==> config.mk <==
export PLATFORM = sky130hd
export DESIGN_NAME = time_sorted_table_min_size_evict_core
export DESIGN_NICKNAME = d
export VERILOG_FILES = /design/src/tstme_pkg.sv /design/src/tstme_dp.sv /design/src/tstme_ctrl.sv /design/src/time_sorted_table_min_size_evict_core.sv
export SDC_FILE = /design/constraint.sdc
export NUM_CORES = 2
export LEC_CHECK = 0
export BUFFER_PORTS_ARGS = -buffer_cell sky130_fd_sc_hd__clkbuf_2
export CORE_AREA = 2 2 352 424
export DETAILED_ROUTE_END_ITERATION = 8
export DIE_AREA = 0 0 354 426
export PLACE_DENSITY = 0.76
export SYNTH_ARGS = -nofsm -noshare
export SYNTH_HDL_FRONTEND = slang
export SYNTH_SLANG_ARGS = --single-unit
==> constraint.sdc <==
create_clock -name clk -period 13.12 [get_ports clk]
set_clock_uncertainty 0.2 [all_clocks]
set_input_delay 1.968 -clock clk [delete_from_list [all_inputs] [get_ports clk]]
set_output_delay 1.968 -clock clk [all_outputs]
set_load 0.05 [all_outputs]
==> src/tstme_pkg.sv <==
// Shared types and constants for the time-sorted table with min-size eviction.
// Holds the request and result beat structs, controller states and the
// command/status structs between the controller and the datapath. No dependencies.
package tstme_pkg;

	localparam int TABLE_DEPTH_DEF = 16;

	localparam int TS_W      = 32;
	localparam int SZ_W      = 32;
	localparam int LIMIT_W   = 36;
	localparam int OUT_TOT_W = 36;
	localparam int OUT_CNT_W = 5;

	localparam logic [LIMIT_W-1:0]   LIMIT_RESET = 36'd32000000;
	localparam logic [OUT_TOT_W-1:0] TOTAL_MAX   = '1;

	// Request type codes.
	localparam logic REQ_INSERT = 1'b0;
	localparam logic REQ_BACKUP = 1'b1;

	// Result status codes.
	typedef enum logic [1:0] {
		ST_INSERTED = 2'd0,
		ST_REJECTED = 2'd1,
		ST_EVICTED  = 2'd2,
		ST_DONE     = 2'd3
	} status_t;

	typedef struct packed {
		logic            req_type;
		logic [TS_W-1:0] new_timestamp;
		logic [SZ_W-1:0] new_size;
	} req_t;

	typedef struct packed {
		status_t              status;
		logic [TS_W-1:0]      evicted_timestamp;
		logic [SZ_W-1:0]      evicted_size;
		logic [OUT_TOT_W-1:0] total_after;
		logic [OUT_CNT_W-1:0] entry_count;
		logic                 last;
	} result_t;

	typedef enum logic [3:0] {
		S_IDLE,
		S_INS_CHECK,
		S_INS_SCAN,
		S_INS_WRITE,
		S_INS_DONE,
		S_EV_CHECK,
		S_EV_SCAN,
		S_EV_REMOVE,
		S_EV_EMIT
	} state_t;

	// Commands from the controller to the datapath.
	typedef struct packed {
		logic    load_req;
		logic    idx_clr;
		logic    idx_one;
		logic    idx_inc;
		logic    best_init;
		logic    scan_min;
		logic    ins_write;
		logic    ev_remove;
		logic    emit;
		status_t emit_status;
		logic    emit_last;
	} ctrl_cmd_t;

	// Status from the datapath to the controller.
	typedef struct packed {
		logic full;
		logic empty;
		logic head_first;
		logic scan_end;
		logic ts_stop;
		logic over_limit;
	} dp_stat_t;

endpackage

==> src/tstme_dp.sv <==
// Datapath of the time-sorted table: entry registers, count, running total,
// size limit, scan index, minimum tracker and the result register.
// Depends on tstme_pkg.
module tstme_dp #(
	parameter int TABLE_DEPTH = tstme_pkg::TABLE_DEPTH_DEF
) (
	input  logic                              clk,
	input  logic                              arst_n,
	input  tstme_pkg::req_t                   req,
	input  logic                              cfg_we,
	input  logic [tstme_pkg::LIMIT_W-1:0]     cfg_data,
	input  tstme_pkg::ctrl_cmd_t              cmd,
	output tstme_pkg::dp_stat_t               stat,
	output logic                              result_valid,
	output tstme_pkg::result_t                result
);
	import tstme_pkg::*;

	localparam int CNT_W = $clog2(TABLE_DEPTH + 1);
	localparam int IDX_W = (TABLE_DEPTH > 1) ? $clog2(TABLE_DEPTH) : 1;
	localparam int TOT_W = (TS_W + CNT_W > OUT_TOT_W) ? (SZ_W + CNT_W) : OUT_TOT_W;
	localparam logic [CNT_W-1:0] DEPTH_C = CNT_W'(TABLE_DEPTH);

	logic [TS_W-1:0]    ts_q [TABLE_DEPTH];
	logic [SZ_W-1:0]    sz_q [TABLE_DEPTH];
	logic [TS_W-1:0]    req_ts_q;
	logic [SZ_W-1:0]    req_sz_q;
	logic [CNT_W-1:0]   count_q;
	logic [TOT_W-1:0]   total_q;
	logic [LIMIT_W-1:0] limit_q;
	logic [CNT_W-1:0]   idx_q;
	logic [CNT_W-1:0]   best_idx_q;
	logic [TS_W-1:0]    best_ts_q;
	logic [SZ_W-1:0]    best_sz_q;
	logic               res_valid_q;
	result_t            res_q;
	logic [TS_W-1:0]    rd_ts;
	logic [SZ_W-1:0]    rd_sz;

	// One read port at the scan index.
	assign rd_ts = ts_q[idx_q[IDX_W-1:0]];
	assign rd_sz = sz_q[idx_q[IDX_W-1:0]];

	// Status toward the controller.
	assign stat.full       = (count_q == DEPTH_C);
	assign stat.empty      = (count_q == '0);
	assign stat.head_first = (count_q == '0) || (req_ts_q < ts_q[0]);
	assign stat.scan_end   = (idx_q >= count_q);
	assign stat.ts_stop    = !(req_ts_q > rd_ts);
	assign stat.over_limit = (total_q > TOT_W'(limit_q));

	// Latch the request fields when a beat is taken.
	always_ff @(posedge clk) begin
		if (cmd.load_req) begin
			req_ts_q <= req.new_timestamp;
			req_sz_q <= req.new_size;
		end
	end

	// Entry registers: shift up to open a slot on insert, shift down to close
	// the slot of an evicted entry.
	for (genvar i = 0; i < TABLE_DEPTH; i++) begin : g_entry
		localparam logic [CNT_W-1:0] SLOT = CNT_W'(i);
		logic [TS_W-1:0] prev_ts, next_ts;
		logic [SZ_W-1:0] prev_sz, next_sz;
		logic            has_next;

		if (i > 0) begin : g_prev
			assign prev_ts = ts_q[i-1];
			assign prev_sz = sz_q[i-1];
		end else begin : g_noprev
			assign prev_ts = req_ts_q;
			assign prev_sz = req_sz_q;
		end

		if (i < TABLE_DEPTH - 1) begin : g_next
			assign next_ts  = ts_q[i+1];
			assign next_sz  = sz_q[i+1];
			assign has_next = 1'b1;
		end else begin : g_nonext
			assign next_ts  = ts_q[i];
			assign next_sz  = sz_q[i];
			assign has_next = 1'b0;
		end

		always_ff @(posedge clk) begin
			if (cmd.ins_write) begin
				if (SLOT == idx_q) begin
					ts_q[i] <= req_ts_q;
					sz_q[i] <= req_sz_q;
				end else if (SLOT > idx_q) begin
					ts_q[i] <= prev_ts;
					sz_q[i] <= prev_sz;
				end
			end else if (cmd.ev_remove && has_next && SLOT >= best_idx_q) begin
				ts_q[i] <= next_ts;
				sz_q[i] <= next_sz;
			end
		end
	end

	// Count, running total, size limit and scan index.
	always_ff @(posedge clk or negedge arst_n) begin
		if (!arst_n) begin
			count_q <= '0;
			total_q <= '0;
			limit_q <= LIMIT_RESET;
			idx_q   <= '0;
		end else begin
			if (cfg_we) begin
				limit_q <= cfg_data;
			end
			if (cmd.ins_write) begin
				count_q <= CNT_W'(count_q + 1'b1);
				total_q <= TOT_W'(total_q + TOT_W'(req_sz_q));
			end else if (cmd.ev_remove) begin
				count_q <= CNT_W'(count_q - 1'b1);
				total_q <= TOT_W'(total_q - TOT_W'(best_sz_q));
			end
			if (cmd.idx_clr) begin
				idx_q <= '0;
			end else if (cmd.idx_one) begin
				idx_q <= CNT_W'(1);
			end else if (cmd.idx_inc) begin
				idx_q <= CNT_W'(idx_q + 1'b1);
			end
		end
	end

	// Minimum tracker; the first smallest size in table order wins.
	always_ff @(posedge clk) begin
		if (cmd.best_init) begin
			best_idx_q <= '0;
			best_ts_q  <= ts_q[0];
			best_sz_q  <= sz_q[0];
		end else if (cmd.scan_min && (rd_sz < best_sz_q)) begin
			best_idx_q <= idx_q;
			best_ts_q  <= rd_ts;
			best_sz_q  <= rd_sz;
		end
	end

	// Result register and its strobe.
	always_ff @(posedge clk or negedge arst_n) begin
		if (!arst_n) begin
			res_valid_q <= 1'b0;
		end else begin
			res_valid_q <= cmd.emit;
		end
	end

	always_ff @(posedge clk) begin
		if (cmd.emit) begin
			res_q.status <= cmd.emit_status;
			if (cmd.emit_status == ST_EVICTED) begin
				res_q.evicted_timestamp <= best_ts_q;
				res_q.evicted_size      <= best_sz_q;
			end else begin
				res_q.evicted_timestamp <= '0;
				res_q.evicted_size      <= '0;
			end
			if (total_q > TOT_W'(TOTAL_MAX)) begin
				res_q.total_after <= TOTAL_MAX;
			end else begin
				res_q.total_after <= total_q[OUT_TOT_W-1:0];
			end
			res_q.entry_count <= OUT_CNT_W'(count_q);
			res_q.last        <= cmd.emit_last;
		end
	end

	assign result_valid = res_valid_q;
	assign result       = res_q;

	// The table never holds more entries than it has slots.
	a_count_bound: assert property (@(posedge clk) disable iff (!arst_n)
		count_q <= DEPTH_C)
		else $error("entry count exceeds table depth");

	// An insert write only happens with a free slot, at or below the count.
	a_ins_room: assert property (@(posedge clk) disable iff (!arst_n)
		cmd.ins_write |-> (count_q < DEPTH_C) && (idx_q <= count_q))
		else $error("insert write into a full table or past the end");

	// A removal always targets a stored entry.
	a_rm_valid: assert property (@(posedge clk) disable iff (!arst_n)
		cmd.ev_remove |-> (count_q != '0) && (best_idx_q < count_q))
		else $error("eviction of an entry that is not stored");

	// A removal lowers the total by exactly the victim size.
	a_rm_total: assert property (@(posedge clk) disable iff (!arst_n)
		cmd.ev_remove |=> total_q == TOT_W'($past(total_q) - TOT_W'($past(best_sz_q))))
		else $error("running total not reduced by the evicted size");

endmodule

==> src/tstme_ctrl.sv <==
// Controller state machine of the time-sorted table: sequences the insert
// scan and write, and the eviction scan, removal and result beats.
// Depends on tstme_pkg.
module tstme_ctrl (
	input  logic                 clk,
	input  logic                 arst_n,
	input  logic                 start,
	input  logic                 req_type,
	input  tstme_pkg::dp_stat_t  stat,
	output tstme_pkg::ctrl_cmd_t cmd,
	output logic                 busy
);
	import tstme_pkg::*;

	state_t state_q, state_d;

	// State register.
	always_ff @(posedge clk or negedge arst_n) begin
		if (!arst_n) begin
			state_q <= S_IDLE;
		end else begin
			state_q <= state_d;
		end
	end

	// Next state and datapath commands.
	always_comb begin
		state_d = state_q;
		cmd     = '0;
		case (state_q)
			S_IDLE: begin
				if (start) begin
					cmd.load_req = 1'b1;
					if (req_type == REQ_INSERT) begin
						state_d = S_INS_CHECK;
					end else begin
						state_d = S_EV_CHECK;
					end
				end
			end
			S_INS_CHECK: begin
				if (stat.full) begin
					cmd.emit        = 1'b1;
					cmd.emit_status = ST_REJECTED;
					cmd.emit_last   = 1'b1;
					state_d         = S_IDLE;
				end else if (stat.head_first) begin
					cmd.idx_clr = 1'b1;
					state_d     = S_INS_WRITE;
				end else begin
					cmd.idx_one = 1'b1;
					state_d     = S_INS_SCAN;
				end
			end
			S_INS_SCAN: begin
				// Walk past every entry strictly earlier than the new one.
				if (stat.scan_end || stat.ts_stop) begin
					state_d = S_INS_WRITE;
				end else begin
					cmd.idx_inc = 1'b1;
				end
			end
			S_INS_WRITE: begin
				cmd.ins_write = 1'b1;
				state_d       = S_INS_DONE;
			end
			S_INS_DONE: begin
				cmd.emit        = 1'b1;
				cmd.emit_status = ST_INSERTED;
				cmd.emit_last   = 1'b1;
				state_d         = S_IDLE;
			end
			S_EV_CHECK: begin
				if (stat.over_limit && !stat.empty) begin
					cmd.best_init = 1'b1;
					cmd.idx_one   = 1'b1;
					state_d       = S_EV_SCAN;
				end else begin
					cmd.emit        = 1'b1;
					cmd.emit_status = ST_DONE;
					cmd.emit_last   = 1'b1;
					state_d         = S_IDLE;
				end
			end
			S_EV_SCAN: begin
				if (stat.scan_end) begin
					state_d = S_EV_REMOVE;
				end else begin
					cmd.scan_min = 1'b1;
					cmd.idx_inc  = 1'b1;
				end
			end
			S_EV_REMOVE: begin
				cmd.ev_remove = 1'b1;
				state_d       = S_EV_EMIT;
			end
			S_EV_EMIT: begin
				cmd.emit        = 1'b1;
				cmd.emit_status = ST_EVICTED;
				state_d         = S_EV_CHECK;
			end
			default: begin
				state_d = S_IDLE;
			end
		endcase
	end

	assign busy = (state_q != S_IDLE);

	// A taken request always leaves the idle state.
	a_accept: assert property (@(posedge clk) disable iff (!arst_n)
		(start && !busy) |=> busy)
		else $error("request taken but controller stayed idle");

	// Only one table update is commanded in a cycle.
	a_one_update: assert property (@(posedge clk) disable iff (!arst_n)
		!(cmd.ins_write && cmd.ev_remove))
		else $error("insert and removal commanded together");

	// The last beat of a request returns the controller to idle.
	a_last_idle: assert property (@(posedge clk) disable iff (!arst_n)
		(cmd.emit && cmd.emit_last) |=> !busy)
		else $error("controller busy after the final result");

endmodule

==> src/time_sorted_table_min_size_evict_core.sv <==
// Top level of the time-sorted table with min-size eviction.
// Instantiates tstme_ctrl and tstme_dp; depends on tstme_pkg.
//
// Usage:
//   A request beat (req) is taken at a rising edge with start high and busy
//   low. An insert (req_type 0) places the entry in timestamp order and gives
//   one result beat; into a full table it gives one rejected beat instead.
//   A backup (req_type 1) evicts the smallest-size entry (first in order on
//   ties) while the total exceeds the size limit, one evicted beat per entry,
//   then one done beat. The final beat of a request carries last.
//   Each result beat holds one cycle, marked by result_valid; the receiver cannot stall it.
//   The size limit is written on the cfg channel (cfg_valid, cfg_ready,
//   cfg_data); cfg_ready is high whenever busy is low.
// Sequencing:
//   Insert: an entry that goes first is written without a scan, else the
//   entries after the head are scanned past every one earlier than it; a
//   rejected insert gives its beat from the check state. Backup: each eviction
//   runs a one-entry-per-cycle minimum scan, a removal and an evicted beat.
//   busy stays high until the final beat has been issued.
// Reset: the table empties, the total clears and the limit returns to 32000000.
module time_sorted_table_min_size_evict_core #(
	parameter int TABLE_DEPTH = tstme_pkg::TABLE_DEPTH_DEF
) (
	input  logic                          clk,
	input  logic                          arst_n,
	input  logic                          start,
	output logic                          busy,
	input  tstme_pkg::req_t               req,
	input  logic                          cfg_valid,
	output logic                          cfg_ready,
	input  logic [tstme_pkg::LIMIT_W-1:0] cfg_data,
	output logic                          result_valid,
	output tstme_pkg::result_t            result
);
	import tstme_pkg::*;

	ctrl_cmd_t cmd;
	dp_stat_t  stat;
	logic      busy_w;

	// The limit is only taken between requests.
	assign cfg_ready = !busy_w;
	assign busy      = busy_w;

	tstme_ctrl u_ctrl (
		.clk      (clk),
		.arst_n   (arst_n),
		.start    (start),
		.req_type (req.req_type),
		.stat     (stat),
		.cmd      (cmd),
		.busy     (busy_w)
	);

	tstme_dp #(
		.TABLE_DEPTH (TABLE_DEPTH)
	) u_dp (
		.clk          (clk),
		.arst_n       (arst_n),
		.req          (req),
		.cfg_we       (cfg_valid && !busy_w),
		.cfg_data     (cfg_data),
		.cmd          (cmd),
		.stat         (stat),
		.result_valid (result_valid),
		.result       (result)
	);

endmodule

== Word-level counts from Yosys, hierarchy flattened ==
Memory sizes are Yosys's and may differ from the RTL's.
Index checks and enable logic that the tools add are counted.
W data, S select, Z words.

* Word-level logic and storage cells: 439
* Input bits: 105
* Register bits after elaboration: 329
* RAM bits: 1024
* Memories: 2

{| class="wikitable"
|+ Memories
! memory !! words !! bits a word !! read ports !! clocked after Yosys merged registers in !! wr ports !! RTL line !! text
|-
| u_dp.sz_q || 16 || 32 || 17 || 0 || 16 || tstme_dp.sv:25 || <nowiki>logic [SZ_W-1:0] sz_q [TABLE_DEPTH];</nowiki>
|-
| u_dp.ts_q || 16 || 32 || 17 || 0 || 16 || tstme_dp.sv:24 || <nowiki>logic [TS_W-1:0] ts_q [TABLE_DEPTH];</nowiki>
|}

* Add/sub/neg operators: 5
* Reductions and logical operators: 31
* Eq/ne operators: 28
* Mux-type cells: 257
* Bitwise gates (word level): 62
* $lt $le $gt $ge: 37

{| class="wikitable"
|+ Operator list
! kind !! number
|-
| $mux W32 || 66
|-
| $mux W1 || 170
|-
| $mux W37 || 2
|-
| $lt A32 B32 Y1 || 2
|-
| $or A1 B1 Y1 || 62
|-
| $eq A4 B5 Y1 const A || 8
|-
| $gt A4 B5 Y1 const A || 8
|-
| $add A37 B32 Y37 || 1
|-
| $gt A37 B36 Y1 || 1
|-
| $gt A37 B36 Y1 const B || 1
|-
| $sub A37 B32 Y37 || 1
|-
| $ge A4 B5 Y1 const A || 7
|-
| $gt A32 B32 Y1 || 1
|-
| $pmux W4 S8 || 1
|-
| $mux W5 || 5
|-
| $eq A3 B5 Y1 const A || 4
|-
| $ge A3 B5 Y1 const A || 4
|-
| $gt A3 B5 Y1 const A || 4
|-
| $mux W4 || 5
|-
| $logic_and A1 B1 Y1 || 18
|-
| $eq A4 B3 Y1 const B || 4
|-
| $pmux W3 S4 || 1
|-
| $add A5 B1 Y5 const B || 2
|-
| $eq A2 B5 Y1 const A || 2
|-
| 26 further kinds || 40
|}

== Logic depth before layout (Yosys ltp) ==
An unclocked memory read counts as a cell.

* Depth after elaboration: 9
* Gate-level depth with buffers: 18

== Hierarchy ==
From an unflattened synthesis, not the netlist that was laid out.

* Cell total of the unflattened synthesis: 6539
* Area total of the unflattened synthesis: 77046.4 µm²

{| class="wikitable"
|+ By module, submodules not included
! module !! instances !! sequential area each (µm²) !! area each (µm²) !! cells each
|-
| tstme_dp || 1 || 40047.2 || 76579.7 || 6477
|-
| tstme_ctrl || 1 || 100.1 || 456.7 || 60
|-
| time_sorted_table_min_size_evict_core || 1 || 0.0 || 10.0 || 2
|}

== Worst setup path before layout ==
OpenSTA, ideal clock, no wires.

* Path type: reg2reg
* Start: reg u_dp.limit_q[22]
* End: reg u_dp.res_valid_q (netlist: u_dp.result_valid)
* Arrival time: 10.009 ns
* Setup time: 0.936 ns
* Path slack: 1.975 ns
* Buffers on the path: 0
* Cell stages (with the launch flop): 11
* Cells stage by stage: dfstp_2 inv_1 ha_1 a21o_1 nand3_1 a21oi_1 a2111oi_0 nand3_1 o21ai_0 a21oi_1 o31ai_1

{| class="wikitable"
|+ RTL lines
! element !! RTL line !! text
|-
| start: declaration || tstme_dp.sv:30 || <nowiki>logic [LIMIT_W-1:0] limit_q;</nowiki>
|-
| start signal: assignment || tstme_dp.sv:111 || <nowiki>limit_q <= cfg_data;</nowiki>
|-
| end signal: assignment || tstme_dp.sv:148 || <nowiki>res_valid_q <= cmd.emit;</nowiki>
|-
| end: declaration || tstme_dp.sv:35 || <nowiki>logic res_valid_q;</nowiki>
|}

== Worst setup path in the final report ==
* Start: reg u_dp.idx_q[1]
* End: reg u_dp.idx_q[1]

* Longest elaborated chain between the ends: 7

{| class="wikitable"
|+ Ends and longest elaborated chain
! element !! RTL line !! text
|-
| start: declaration || tstme_dp.sv:31 || <nowiki>logic [CNT_W-1:0] idx_q;</nowiki>
|-
| start signal: assignment || tstme_dp.sv:125 || <nowiki>idx_q <= CNT_W'(idx_q + 1'b1);</nowiki>
|-
| $mem_v2 Z16 W32 || - ||
|-
| $gt A32 B32 Y1 || tstme_dp.sv:49 || <nowiki>assign stat.ts_stop = !(req_ts_q > rd_ts);</nowiki>
|-
| $logic_not A1 Y1 || tstme_dp.sv:49 ||
|-
| $logic_or A1 B1 Y1 || tstme_ctrl.sv:57 || <nowiki>if (stat.scan_end || stat.ts_stop) begin</nowiki>
|-
| $mux W1 || tstme_ctrl.sv:57 ||
|-
| $pmux W1 S2 || tstme_ctrl.sv:30 || <nowiki>case (state_q)</nowiki>
|-
| $reduce_bool A3 Y1 (no source line) || - ||
|}

Several ways; a longest one is shown, not always the timed one. The select of a mux whose other input is x is not followed.
A chain may end at the register's enable or synchronous reset.

==> metrics.txt <==
worst-skew pair later-pin latency=0.81 ns; setup_tns=0 ns; detailed placer's ending HPWL=151000 um; worst-path fanout max=52; Mean Syn Cell Area=11.9 um2; Syn Inst Count=6488; Reg clk slew, reported paths=0.06 ns; syn_nets=6773; Main synth FF type=edfxtp_1; die span in y=426 um; final std cells w/o fill=8470; GRT Resource Usage Total=32.8%; Synth Cell Area=0.0774 mm2; Final #Nets=6701; number of synthesized flops with an enable pin=1260; RSZ-0062 raised after global routing=false; Slew headroom=15.6%; CP Capture Type=flip-flop; Port Buffer Count=215; total die area=0.151 mm2; utilization after layout=57.8%; final slew viol count=0; ANT cells=0; DRC viols=0; Ys Warns=0; largest net degree at the start of global routing=160; register area share after synthesis=51.9%; row count=154; area delta synth->final=9.34%; period utilisation layout=54.5%; WL per Instance=29.7 um; pwr dens=247 mW/mm2; 1st-iter DRT viols=9057; total number of vias=58.0k; Final GP Congestion=0.939; Post-CTS Hold Buffers=0; initial core utilization=52.9%; VDD IR max=0.286 mV; Max H-tree Level=4; CTS Buffer Depth=3; critical path required time=13.63 ns; TritonCTS clock tree=done; ANT nets after route=0; max cap viols=0; CTS root buf=clkbuf_16; startpoint types=flip-flop; clock sinks=1353; io pins=216; Placement Setup Slack=6.05 ns; most common cell after layout, fill and taps aside=edfxtp_1; commonest cells after routing, fill and taps aside=edfxtp_1, nand2_1, o21ai_0, mux2i_1, mux4_2; Final Hold Fails=0; Post-CTS Setup Inserts=0; hold_ws=0.305 ns; fill cell count=11.6k; worst setup path category=reg -> reg; total wire length=251000 um; global-route wire length before repair=369000 um; status=finished clean; core area=0.146 mm2; drt first pass iters=8; fmax=140 MHz; number of global-route vias before repair=57.2k; Die Wd=354 um; Placed Cells incl. Taps=8222; post-CTS sizing=0; Static Leakage=29.4 nW; grt ovf=0; Worst Tran Pin Value=1.27 ns; routed vias/inst=6.85; Multi-input gate area=0.0348 mm2; antenna violations before repair=10; hold crit path type=reg -> reg; Setup WS post-layout=5.97 ns; layout cells sized above 1=17.9%; Netlist cell types=86; number of setup violations in the final report=0; Register Area=0.0402 mm2; CTS buffer count=142; Critical Path AT=7.66 ns; Async S/R FF share, synth=6.50%; #FFs+latches synth=1353; Tmin final=7.15 ns
==> critical path, stage by stage, from the launching register on <==
cell and delay (ns):
dfrtp_4 1.04, buf_4 0.94, buf_4 0.87, mux4_2 0.61, mux4_2 0.48, inv_1 0.07, ha_1 0.13, and3_1 0.20
nand4_1 0.23, or4_1 0.69, nor4_2 0.47, o2111ai_1 0.18, o211a_2 0.27, or3b_1 0.41, a21boi_1 0.16
==> path summary, 6_finish.rpt <==
check                                         from                 end  slack (ns)  depth (start not counted)
worst max-delay path                 u_dp.idx_q[1]       u_dp.idx_q[1]        5.97                         14
worst min-delay path            u_dp.best_idx_q[4]  u_dp.best_idx_q[4]        0.30                          2
worst max register to register       u_dp.idx_q[1]       u_dp.idx_q[1]        5.97                         14
worst min register to register  u_dp.best_idx_q[4]  u_dp.best_idx_q[4]        0.30                          2
max in group asynchronous                   arst_n    u_dp.limit_q[25]       10.67                          2
min in group asynchronous                   arst_n    u_dp.total_q[33]        0.98                          1
==> metrics by stage <==
step                      total power, mW  instance area [um2]
after CTS                            20.6                84700
after floorplan                      13.5                77400
after global placement               16.1                80000
final                                20.9                84700
after detailed placement             16.4                80000
after global routing                 21.6                84700
==> synthesized netlist by cell type, types with 46 or more instances <==
cell type,n,area share (%)
a21o_1,46,0.45
a21oi_1,144,0.93
and3_1,79,0.64
buf_1,67,0.32
buf_2,164,1.1
clkbuf_1,294,1.4
dfrtp_1,81,2.6
edfxtp_1,1260,49
ha_1,178,2.9
inv_1,158,0.77
mux2_2,199,2.9
mux2i_1,875,11
mux4_2,316,9.2
nand2_1,1046,5.1
nor2_1,132,0.64
o21ai_0,985,6.4
xnor2_1,46,0.52
==> routing by layer <==
layer | vias up | GRT usage [%] | part of all wire [%]
met4 | 10 | 20.3 | 7.1
met2 | 4622 | 52.3 | 46
met3 | 1174 | 8.33 | 12
met5 | - | 0 | 0.027
li1 | 24100 | - | -
met1 | 28100 | 40.2 | 35
==> where the power goes <==
group | internal [mW] | switching, mW | total (mW)
clock | 2.44 | 1.80 | 4.24
combinational | 3.18 | 5.38 | 8.55
sequential | 6.85 | 1.27 | 8.12
==> registers in the layout, indices dropped and copies added (netlist names), 5 cells and up <==
name                  count
u_dp.best_ts_q           32
u_dp.g_entry.prev_ts     32
u_dp.total_q             37
u_dp.ts_q               512
u_dp.limit_q             36
u_dp.idx_q                5
u_dp.best_sz_q           32
u_dp.count_q              5
u_dp.result             108
u_dp.g_entry.prev_sz     32
u_dp.best_idx_q           5
u_dp.sz_q               512
==> cell families after synthesis <==
kind of cell	Yosys count	synth area share [%]
muxes	1390	23.4
xor gates and xnor gates	59	0.667
DFF	1353	51.9
adders and majority gates	180	2.93
and+or+nand+nor	1477	8.18
buffers and inverters	706	3.79
AOI/OAI and AO/OA	1323	9.19
==> final cells by class <==
class                           instances  area share, %
Tap cell                             1950           2.88
Multi-Input combinational cell       4429           41.1
Clock buffer                          172           4.45
Sequential cell                      1353           47.4
Inverter                              163          0.732
Timing Repair Buffer                  327           2.29
Clock inverter                         76           1.10
(Power assumes the default switching activity.)
